==> src/hw/rtl/shq_pkg.sv <==
// Shared types, constants and helpers for the sensor health qualifier.
// No dependencies; every other file in this block uses it by scoped names.
package shq_pkg;

    localparam int SAMPLE_W = 10;
    localparam int COUNT_W  = 8;
    localparam int CHANNEL_W  = 2;
    localparam int CFG_IDX_W  = 2;
    localparam int CFG_DATA_W = 10;
    localparam int HEALTH_W   = 2;

    // Register indexes on the configuration port
    localparam logic [CFG_IDX_W-1:0] CFG_VALID_LOW      = 2'd0;
    localparam logic [CFG_IDX_W-1:0] CFG_VALID_HIGH     = 2'd1;
    localparam logic [CFG_IDX_W-1:0] CFG_REPEAT_LIMIT   = 2'd2;
    localparam logic [CFG_IDX_W-1:0] CFG_SAME_TOLERANCE = 2'd3;

    // Register reset values
    localparam logic [SAMPLE_W-1:0] VALID_LOW_RST      = 10'd10;
    localparam logic [SAMPLE_W-1:0] VALID_HIGH_RST     = 10'd1013;
    localparam logic [COUNT_W-1:0]  REPEAT_LIMIT_RST   = 8'd10;
    localparam logic [SAMPLE_W-1:0] SAME_TOLERANCE_RST = 10'd2;

    typedef enum logic [HEALTH_W-1:0] {
        HEALTH_OK           = 2'd0,
        HEALTH_DISCONNECTED = 2'd1,
        HEALTH_STUCK        = 2'd2
    } health_t;

    typedef struct packed {
        logic [SAMPLE_W-1:0] valid_low;
        logic [SAMPLE_W-1:0] valid_high;
        logic [COUNT_W-1:0]  repeat_limit;
        logic [SAMPLE_W-1:0] same_tolerance;
    } cfg_t;

    // One channel's tracking state, as stored in one memory word
    typedef struct packed {
        logic [SAMPLE_W-1:0] held_ref;
        logic [COUNT_W-1:0]  repeat_cnt;
        logic [COUNT_W-1:0]  fault_run;
        logic [SAMPLE_W-1:0] last_good;
    } entry_t;

    function automatic logic [COUNT_W-1:0] sat_inc(input logic [COUNT_W-1:0] v);
        return (v == {COUNT_W{1'b1}}) ? v : v + COUNT_W'(1);
    endfunction

endpackage

==> src/hw/rtl/shq_sample_if.sv <==
// Sample channel: valid/ready stream carrying a channel tag and an ADC reading.
// Depends on shq_pkg for the channel and sample widths.
interface shq_sample_if;
    logic                          valid;
    logic                          ready;
    logic [shq_pkg::CHANNEL_W-1:0] channel;
    logic [shq_pkg::SAMPLE_W-1:0]  sample;

    modport source (output valid, output channel, output sample, input ready);
    modport sink   (input valid, input channel, input sample, output ready);
endinterface

==> src/hw/rtl/shq_result_if.sv <==
// Result channel: valid/ready stream carrying one health verdict per sample.
// Depends on shq_pkg for field widths.
interface shq_result_if;
    logic                         valid;
    logic                         ready;
    logic [shq_pkg::HEALTH_W-1:0] health;
    logic [shq_pkg::COUNT_W-1:0]  error_run;
    logic [shq_pkg::SAMPLE_W-1:0] good_value;
    logic                         fault_seen;

    modport source (output valid, output health, output error_run,
                    output good_value, output fault_seen, input ready);
    modport sink   (input valid, input health, input error_run,
                    input good_value, input fault_seen, output ready);
endinterface

==> src/hw/rtl/shq_cfg_if.sv <==
// Configuration write channel: valid/ready, register index and write data.
// Depends on shq_pkg for index and data widths.
interface shq_cfg_if;
    logic                           valid;
    logic                           ready;
    logic [shq_pkg::CFG_IDX_W-1:0]  index;
    logic [shq_pkg::CFG_DATA_W-1:0] data;

    modport source (output valid, output index, output data, input ready);
    modport sink   (input valid, input index, input data, output ready);
endinterface

==> src/hw/rtl/shq_cfg_regs.sv <==
// Configuration register bank of the sensor health qualifier.
// Depends on shq_pkg for register indexes, reset values and cfg_t.
module shq_cfg_regs (
    input  logic                           clk,
    input  logic                           rst_n,
    input  logic                           wr_en,
    input  logic [shq_pkg::CFG_IDX_W-1:0]  wr_index,
    input  logic [shq_pkg::CFG_DATA_W-1:0] wr_data,
    output shq_pkg::cfg_t                  cfg
);

    shq_pkg::cfg_t cfg_reg;
    shq_pkg::cfg_t cfg_next;

    // Decode the write into the addressed register
    always_comb
    begin
        cfg_next = cfg_reg;
        if (wr_en)
        begin
            case (wr_index)
                shq_pkg::CFG_VALID_LOW:
                    cfg_next.valid_low = wr_data[shq_pkg::SAMPLE_W-1:0];
                shq_pkg::CFG_VALID_HIGH:
                    cfg_next.valid_high = wr_data[shq_pkg::SAMPLE_W-1:0];
                shq_pkg::CFG_REPEAT_LIMIT:
                    cfg_next.repeat_limit = wr_data[shq_pkg::COUNT_W-1:0];
                shq_pkg::CFG_SAME_TOLERANCE:
                    cfg_next.same_tolerance = wr_data[shq_pkg::SAMPLE_W-1:0];
                default:
                    cfg_next = cfg_reg;
            endcase
        end
    end

    // Hold the registers
    always_ff @(posedge clk or negedge rst_n)
    begin
        if (!rst_n)
        begin
            cfg_reg.valid_low      <= shq_pkg::VALID_LOW_RST;
            cfg_reg.valid_high     <= shq_pkg::VALID_HIGH_RST;
            cfg_reg.repeat_limit   <= shq_pkg::REPEAT_LIMIT_RST;
            cfg_reg.same_tolerance <= shq_pkg::SAME_TOLERANCE_RST;
        end
        else
        begin
            cfg_reg <= cfg_next;
        end
    end

    assign cfg = cfg_reg;

endmodule

==> src/hw/rtl/shq_state_mem.sv <==
// Per-channel state memory: one write port, one registered read port,
// valid bits so never-written entries read as zero. Depends on shq_pkg.
module shq_state_mem #(
    parameter int CHANNELS = 3,
    parameter int ADDR_W   = 2
) (
    input  logic                clk,
    input  logic                rst_n,
    input  logic                rd_en,
    input  logic [ADDR_W-1:0]   rd_addr,
    output shq_pkg::entry_t     rd_entry,
    input  logic                wr_en,
    input  logic [ADDR_W-1:0]   wr_addr,
    input  shq_pkg::entry_t     wr_entry
);

    shq_pkg::entry_t       mem [CHANNELS];
    shq_pkg::entry_t       rd_data_reg;
    logic                  rd_hit_reg;
    logic [CHANNELS-1:0]   valid_reg;

    // Write port
    always_ff @(posedge clk)
    begin
        if (wr_en)
        begin
            mem[wr_addr] <= wr_entry;
        end
    end

    // Read port, data registered
    always_ff @(posedge clk)
    begin
        if (rd_en)
        begin
            rd_data_reg <= mem[rd_addr];
        end
    end

    // Track written entries and whether the last read hit one
    always_ff @(posedge clk or negedge rst_n)
    begin
        if (!rst_n)
        begin
            valid_reg  <= '0;
            rd_hit_reg <= 1'b0;
        end
        else
        begin
            if (wr_en)
            begin
                valid_reg[wr_addr] <= 1'b1;
            end
            if (rd_en)
            begin
                rd_hit_reg <= valid_reg[rd_addr];
            end
        end
    end

    assign rd_entry = rd_hit_reg ? rd_data_reg : '0;

endmodule

==> src/hw/rtl/shq_update.sv <==
// Classification and state update for one sample against its channel entry.
// Purely combinational; depends on shq_pkg for cfg_t, entry_t and health_t.
module shq_update (
    input  shq_pkg::cfg_t                 cfg,
    input  logic [shq_pkg::SAMPLE_W-1:0]  sample,
    input  shq_pkg::entry_t               cur,
    output shq_pkg::entry_t               nxt,
    output shq_pkg::health_t              health,
    output logic                          fault
);

    logic                          in_window;
    logic [shq_pkg::SAMPLE_W-1:0]  diff;
    logic [shq_pkg::COUNT_W-1:0]   cnt_inc;
    logic                          stuck;

    assign in_window = (sample >= cfg.valid_low) && (sample <= cfg.valid_high);
    assign diff      = (sample >= cur.held_ref) ? sample - cur.held_ref
                                                : cur.held_ref - sample;
    assign cnt_inc   = shq_pkg::sat_inc(cur.repeat_cnt);

    // Stuck tracking, skipped for out-of-window samples
    always_comb
    begin
        nxt   = cur;
        stuck = 1'b0;
        if (in_window)
        begin
            if (diff <= cfg.same_tolerance)
            begin
                nxt.repeat_cnt = cnt_inc;
                stuck          = (cnt_inc >= cfg.repeat_limit);
            end
            else
            begin
                nxt.held_ref   = sample;
                nxt.repeat_cnt = shq_pkg::COUNT_W'(1);
            end
        end

        fault = !in_window || stuck;
        if (!in_window)
        begin
            health = shq_pkg::HEALTH_DISCONNECTED;
        end
        else if (stuck)
        begin
            health = shq_pkg::HEALTH_STUCK;
        end
        else
        begin
            health = shq_pkg::HEALTH_OK;
        end

        // Fault run and last good value
        if (fault)
        begin
            nxt.fault_run = shq_pkg::sat_inc(cur.fault_run);
        end
        else
        begin
            nxt.fault_run = '0;
            nxt.last_good = sample;
        end
    end

endmodule

==> src/hw/rtl/sensor_health_qualifier.sv <==
// Sensor health qualifier top level: accept stage, state memory, update and
// result register. Depends on shq_pkg, the three shq_*_if interfaces,
// shq_cfg_regs, shq_state_mem and shq_update.
//
//   Channel   Role    Payload
//   samples   sink    channel, sample
//   results   source  health, error_run, good_value, fault_seen
//   cfg       sink    index, data (register write, always ready)
//
// Throughput is one sample per cycle while results are being taken. A sample
// is registered in the update stage, and its result then goes into the output
// register. The memory read is issued on the sample transfer and the update
// writes back as its result enters the output register; a same-channel sample
// right behind it takes the freshly written entry from a forwarding register.
// Reset clears the per-entry valid bits at once, so no clearing pass is needed.
// A result not taken holds in the output register; the update stage behind
// it holds too, and samples stall only when both are full.
module sensor_health_qualifier #(
    parameter int CHANNELS = 3
) (
    input  logic          clk,
    input  logic          rst_n,
    shq_sample_if.sink    samples,
    shq_result_if.source  results,
    shq_cfg_if.sink       cfg
);

    localparam int CH_W = shq_pkg::CHANNEL_W;

    shq_pkg::cfg_t     cfg_q;
    shq_pkg::entry_t   rd_entry;
    shq_pkg::entry_t   cur_entry;
    shq_pkg::entry_t   nxt_entry;
    shq_pkg::health_t  upd_health;
    logic              upd_fault;

    logic              accept;
    logic              advance;
    logic              commit;
    logic              in_range;
    logic              sticky_next;

    logic              s1_valid_reg;
    logic              s1_in_range_reg;
    logic [CH_W-1:0]   s1_ch_reg;
    logic [shq_pkg::SAMPLE_W-1:0] s1_sample_reg;
    logic              fwd_reg;
    shq_pkg::entry_t   fwd_entry_reg;
    logic              sticky_reg;

    logic              out_valid_reg;
    shq_pkg::health_t  out_health_reg;
    logic [shq_pkg::COUNT_W-1:0]  out_run_reg;
    logic [shq_pkg::SAMPLE_W-1:0] out_good_reg;
    logic              out_seen_reg;

    // Configuration registers
    assign cfg.ready = 1'b1;

    shq_cfg_regs u_cfg (
        .clk      (clk),
        .rst_n    (rst_n),
        .wr_en    (cfg.valid),
        .wr_index (cfg.index),
        .wr_data  (cfg.data),
        .cfg      (cfg_q)
    );

    // Handshake and pipeline control
    assign advance       = !out_valid_reg || results.ready;
    assign commit        = s1_valid_reg && advance;
    assign samples.ready = !s1_valid_reg || advance;
    assign accept        = samples.valid && samples.ready;
    assign in_range      = (int'(samples.channel) < CHANNELS);

    shq_state_mem #(
        .CHANNELS (CHANNELS),
        .ADDR_W   (CH_W)
    ) u_mem (
        .clk      (clk),
        .rst_n    (rst_n),
        .rd_en    (accept && in_range),
        .rd_addr  (samples.channel),
        .rd_entry (rd_entry),
        .wr_en    (commit && s1_in_range_reg),
        .wr_addr  (s1_ch_reg),
        .wr_entry (nxt_entry)
    );

    // Take the forwarded entry when the previous sample wrote this channel
    assign cur_entry = fwd_reg ? fwd_entry_reg : rd_entry;

    shq_update u_upd (
        .cfg    (cfg_q),
        .sample (s1_sample_reg),
        .cur    (cur_entry),
        .nxt    (nxt_entry),
        .health (upd_health),
        .fault  (upd_fault)
    );

    assign sticky_next = sticky_reg || (s1_in_range_reg && upd_fault);

    // Update stage control and sticky flag
    always_ff @(posedge clk or negedge rst_n)
    begin
        if (!rst_n)
        begin
            s1_valid_reg  <= 1'b0;
            fwd_reg       <= 1'b0;
            sticky_reg    <= 1'b0;
            out_valid_reg <= 1'b0;
        end
        else
        begin
            if (accept)
            begin
                s1_valid_reg <= 1'b1;
                fwd_reg      <= commit && s1_in_range_reg
                                && (samples.channel == s1_ch_reg);
            end
            else if (commit)
            begin
                s1_valid_reg <= 1'b0;
            end

            if (commit)
            begin
                sticky_reg    <= sticky_next;
                out_valid_reg <= 1'b1;
            end
            else if (results.ready)
            begin
                out_valid_reg <= 1'b0;
            end
        end
    end

    // Update stage payload and forwarding data
    always_ff @(posedge clk)
    begin
        if (accept)
        begin
            s1_ch_reg       <= samples.channel;
            s1_sample_reg   <= samples.sample;
            s1_in_range_reg <= in_range;
            fwd_entry_reg   <= nxt_entry;
        end
    end

    // Result register payload
    always_ff @(posedge clk)
    begin
        if (commit)
        begin
            out_health_reg <= s1_in_range_reg ? upd_health : shq_pkg::HEALTH_OK;
            out_run_reg    <= s1_in_range_reg ? nxt_entry.fault_run : '0;
            out_good_reg   <= s1_in_range_reg ? nxt_entry.last_good : '0;
            out_seen_reg   <= sticky_next;
        end
    end

    assign results.valid      = out_valid_reg;
    assign results.health     = out_health_reg;
    assign results.error_run  = out_run_reg;
    assign results.good_value = out_good_reg;
    assign results.fault_seen = out_seen_reg;

endmodule

==> src/flat_wrapper.sv <==
// flat-port wrapper written by rule: the top's interface ports become plain ports
module sensor_health_qualifier_flat 
#(
    parameter int CHANNELS = 3
)
  (clk, rst_n, samples_valid, samples_channel, samples_sample, samples_ready, results_valid, results_health, results_error_run, results_good_value, results_fault_seen, results_ready, cfg_valid, cfg_index, cfg_data, cfg_ready);
  shq_sample_if samples_i ();
  shq_result_if results_i ();
  shq_cfg_if cfg_i ();
  input  logic clk;
  input  logic rst_n;
  input wire logic [$bits(samples_i.valid)-1:0] samples_valid;
  input wire logic [$bits(samples_i.channel)-1:0] samples_channel;
  input wire logic [$bits(samples_i.sample)-1:0] samples_sample;
  output wire logic [$bits(samples_i.ready)-1:0] samples_ready;
  output wire logic [$bits(results_i.valid)-1:0] results_valid;
  output wire logic [$bits(results_i.health)-1:0] results_health;
  output wire logic [$bits(results_i.error_run)-1:0] results_error_run;
  output wire logic [$bits(results_i.good_value)-1:0] results_good_value;
  output wire logic [$bits(results_i.fault_seen)-1:0] results_fault_seen;
  input wire logic [$bits(results_i.ready)-1:0] results_ready;
  input wire logic [$bits(cfg_i.valid)-1:0] cfg_valid;
  input wire logic [$bits(cfg_i.index)-1:0] cfg_index;
  input wire logic [$bits(cfg_i.data)-1:0] cfg_data;
  output wire logic [$bits(cfg_i.ready)-1:0] cfg_ready;
  assign samples_i.valid = samples_valid;
  assign samples_i.channel = samples_channel;
  assign samples_i.sample = samples_sample;
  assign samples_ready = samples_i.ready;
  assign results_valid = results_i.valid;
  assign results_health = results_i.health;
  assign results_error_run = results_i.error_run;
  assign results_good_value = results_i.good_value;
  assign results_fault_seen = results_i.fault_seen;
  assign results_i.ready = results_ready;
  assign cfg_i.valid = cfg_valid;
  assign cfg_i.index = cfg_index;
  assign cfg_i.data = cfg_data;
  assign cfg_ready = cfg_i.ready;
  sensor_health_qualifier #(.CHANNELS(CHANNELS)) u_core (.clk(clk), .rst_n(rst_n), .samples(samples_i), .results(results_i), .cfg(cfg_i));
endmodule
==> config.mk <==
export PLATFORM = sky130hd
export DESIGN_NAME = sensor_health_qualifier_flat
export DESIGN_NICKNAME = d
export VERILOG_FILES = /design/src/hw/rtl/shq_pkg.sv /design/src/hw/rtl/shq_sample_if.sv /design/src/hw/rtl/shq_result_if.sv /design/src/hw/rtl/shq_cfg_if.sv /design/src/hw/rtl/shq_cfg_regs.sv /design/src/hw/rtl/shq_state_mem.sv /design/src/hw/rtl/shq_update.sv /design/src/hw/rtl/sensor_health_qualifier.sv /design/src/flat_wrapper.sv
export SDC_FILE = /design/constraint.sdc
export NUM_CORES = 1
export LEC_CHECK = 0
export BUFFER_PORTS_ARGS = -buffer_cell sky130_fd_sc_hd__buf_4
export CAP_MARGIN = 10
export CORE_MARGIN = 10
export CORE_UTILIZATION = 62
export DETAILED_ROUTE_END_ITERATION = 16
export PLACE_DENSITY = 0.77
export SLEW_MARGIN = 20
export SYNTH_ARGS = -nofsm -noshare
export SYNTH_HDL_FRONTEND = slang
export SYNTH_SLANG_ARGS = --single-unit
==> constraint.sdc <==
create_clock -name clk -period 5.4 [get_ports clk]
set_input_delay 0 -clock clk [delete_from_list [all_inputs] [get_ports clk]]
set_output_delay 0 -clock clk [all_outputs]
set_load 0.01 [all_outputs]
==> flow_summary.json <==
{
  "outcome": "finished, final reports clean",
  "synth_edf_count": 214,
  "clk_latency_ps": 530,
  "ys_seq_elements": 260,
  "cts_tree": "yes",
  "final_util": 0.731,
  "grt_pass1_vias": 7906,
  "initial_core_util": 0.632,
  "rsz0062_at_grt": "false",
  "placedCellCount": 1237,
  "vdd_drop_max_mv": 0.318,
  "synth_compound_area_frac": 0.0957,
  "wl_per_cell_um": 20.3,
  "crit_slowest_cell": "dfrtp_2",
  "min_period_over_period": 0.921,
  "critPathMaxStageDelay_ps": 520,
  "arrival_ps": 5250,
  "synthMuxAreaShare": 0.0920,
  "die_area_um2": 25900,
  "synth-simple-area-share": 0.0832,
  "synth_cell_type_count": 63,
  "synth_xor_area_frac": 0.0128,
  "largest_reg_flops": 108,
  "cts_htree_levels": 1,
  "max_freq_ghz": 0.201,
  "synth.most_common_cell": "edfxtp_1",
  "post-dp-hpwl_um": 17000,
  "ctsRootBufferMaster": "clkbuf_16",
  "syn_area_um2": 12300,
  "cts.sinks": 260,
  "syn_inst": 940,
  "hold_class": "in2async",
  "ys_seq_area_frac": 0.617,
  "crit_path_end_kind": "flip-flop",
  "overflow": 0,
  "fin_setup_tns_ps": 0,
  "num_antenna_cells": 0,
  "synth.top_cell.area_share": 0.522,
  "fin_worst_skew_ps": 14.5,
  "worstPathRequired_ps": 5680,
  "start_kind": "flip-flop",
  "ant_nets": 0,
  "synth_nets": 1029,
  "via_per_inst": 5.84,
  "core_um2": 19500,
  "layout-drive-gt1-share": 0.162,
  "avgSynthCellArea_um2": 13.1,
  "final-setup-viol-count": 0,
  "fin_crit_ps": 4970,
  "ys.flop_type": "edfxtp_1",
  "portBuffers": 51,
  "synth_top_area_cell": "edfxtp_1",
  "synth_top_family_by_area": "compound AO/OA/AOI/OAI gates",
  "worst_slew_pin_slew_ps": 1090,
  "numCtsBuffers": 27,
  "dr.first_iter.drc_count": 744,
  "clk_pin_slew_ps": 60,
  "area_growth_pct": 15.6,
  "die_w_um": 161,
  "route.final.wire_length_um": 26800,
  "crit_chain": "o21ai_0 > ha_1 > inv_1 > fa_1 > a211oi_1 > o2bb2ai_1 > a31oi_1 > o21ai_0 > buf_4 > mux2i_1 > xor2_1 > ha_1 > a21o_1 > a221oi_1 > nand3_1 > o211ai_4 > buf_4 > nand2b_1 > o22ai_1",
  "p_leak_nw": 5.75,
  "powerDensity_nw_per_um2": 417,
  "synth.top_cells.by_area": "edfxtp_1 (52%), dfrtp_1 (6.7%), ha_1 (5.9%)",
  "post_cts_buffers": 0,
  "drc": 0,
  "path_class": "reg2reg",
  "instances_no_fill": 1321,
  "nets": 1125,
  "dr.pass1.iters": 5,
  "die_y_um": 161,
  "antenna_found_initial": 1,
  "critPathMaxFanout": 15,
  "slew_headroom": 0.273,
  "gp_congestion": 0.874,
  "n_fill_cell": 1273,
  "io_pins": 53,
  "ys_warn_count": 0,
  "grt_max_degree": 80,
  "ys_top_cells_by_count": "edfxtp_1 (214), nand2_1 (97), mux2i_1 (67), inv_1 (65), o21ai_0 (59)",
  "core.rowCount": 51,
  "vias": 7716,
  "drv_cap": 0,
  "grtUsageTotal": 0.205,
  "grt_pass1_wl_um": 42700,
  "ys_async_sr_fraction": 0.177,
  "clock_path_buffers": 3,
  "hold_viol": 0,
  "finalMaxSlewViolations": 0,
  "synthAdderAreaFrac": 0.0622
}
==> where the power goes <==
| group | internal (mW) | total (mW) | switching [mW] |
|---|---|---|---|
| combinational | 0.591 | 1.49 | 0.903 |
| clock | 1.06 | 1.79 | 0.726 |
| sequential | 2.55 | 2.65 | 0.0941 |
| total | 4.21 | 5.93 | 1.72 |
==> cell type report <==
| type | instances | area [um^2] | area share |
|---|---|---|---|
| multi-input combinational | 574 | 4310 | 0.303 |
| inverter | 66 | 248 | 0.0174 |
| timing repair buffer | 107 | 888 | 0.0625 |
| clock buffer | 36 | 709 | 0.0499 |
| tap | 265 | 332 | 0.0233 |
| sequential | 260 | 7590 | 0.534 |
| clock inverter | 13 | 139 | 0.00977 |
==> routing by layer <==
metal  vias to the layer above  GRT usage  routed length, um
met5                         -          0                  9
met4                         2     0.0583                695
met3                        53     0.0327               1760
met2                       264      0.343              12900
met1                      3748      0.271              11400
li1                       3649          -                  -
==> layout by cell type (no fill, tap or decap), types with 9 or more instances in the layout <==
master         netlist  routed
xnor2_1              9       9
dfrtp_1             33      32
a21oi_1             32      31
edfxtp_1           214     214
nand2b_1            11      11
nor3_1              10       9
mux2_2              31      31
a21o_1              17      17
buf_4                1      73
xor2_1               9       9
ha_1                58      58
dfstp_2             13      13
mux2i_1             67      67
nand2_1             97      97
nand3_1             22      22
a22oi_1             11      11
clkbuf_16            0      27
inv_1               65      64
clkbuf_1            25       9
nor2_1              24      24
a22o_1              18      18
mux2_1              10      10
dlygate4sd3_1        0      34
o21ai_0             59      59
==> path summary, 6_finish.rpt <==
check | start | slack (ps) | cells past startpoint | endpoint
setup / recovery | u_core.fwd_reg | 430 | 19 | u_core.u_mem.mem[0][21]
hold / removal | rst_n | 60 | 2 | u_core.u_cfg.cfg[32]
setup reg to reg | u_core.fwd_reg | 430 | 19 | u_core.u_mem.mem[0][21]
hold reg to reg | u_core.u_mem.valid_reg[0] | 470 | 1 | u_core.u_mem.valid_reg[0]
max in group asynchronous | rst_n | 4870 | 2 | u_core.fwd_reg
min in group clk | samples_channel[0] | 100 | 2 | u_core.s1_in_range_reg
==> kinds of logic (layout without fill, tap and decap cells) <==
family | after synthesis | count (layout)
flops | 260 | 260
simple gates | 211 | 211
compound gates | 175 | 176
mux | 108 | 108
buf+inv | 107 | 222
fa+ha+maj | 60 | 60
xor+xnor | 18 | 18
other cells | 1 | 1
==> through the flow <==
step / total power, mW / setup slack (ps) / instance area (um^2) / hold WS, ps
6_report: 5.93 / 429 / 14200 / 56.9
5_1_grt: 6.22 / 77.8 / 14200 / 123
2_1_floorplan: 3.69 / 463 / 12300 / -296
3_5_place_dp: 4.11 / 215 / 13000 / 68.5
3_3_place_gp: 4.06 / 380 / 13000 / 67.8
4_1_cts: 5.92 / 169 / 14200 / 56.1
==> worst max-delay path, delay by kind of cell (launching register included) <==
family,cells,cell delay (ps)
muxes,1,200
adders and majority gates,3,940
DFF,1,520
and+or+nand+nor,2,340
xor gates and xnor gates,1,230
AOI/OAI and AO/OA,9,1960
buffers and inverters,3,520
==> timing repair <==
item	CTS	global route
endpoints found under the setup margin	0	85
endpoints found under the hold margin	96	0
resized for setup	0	1
hold buffers	34	0
(Power assumes the default switching activity.)
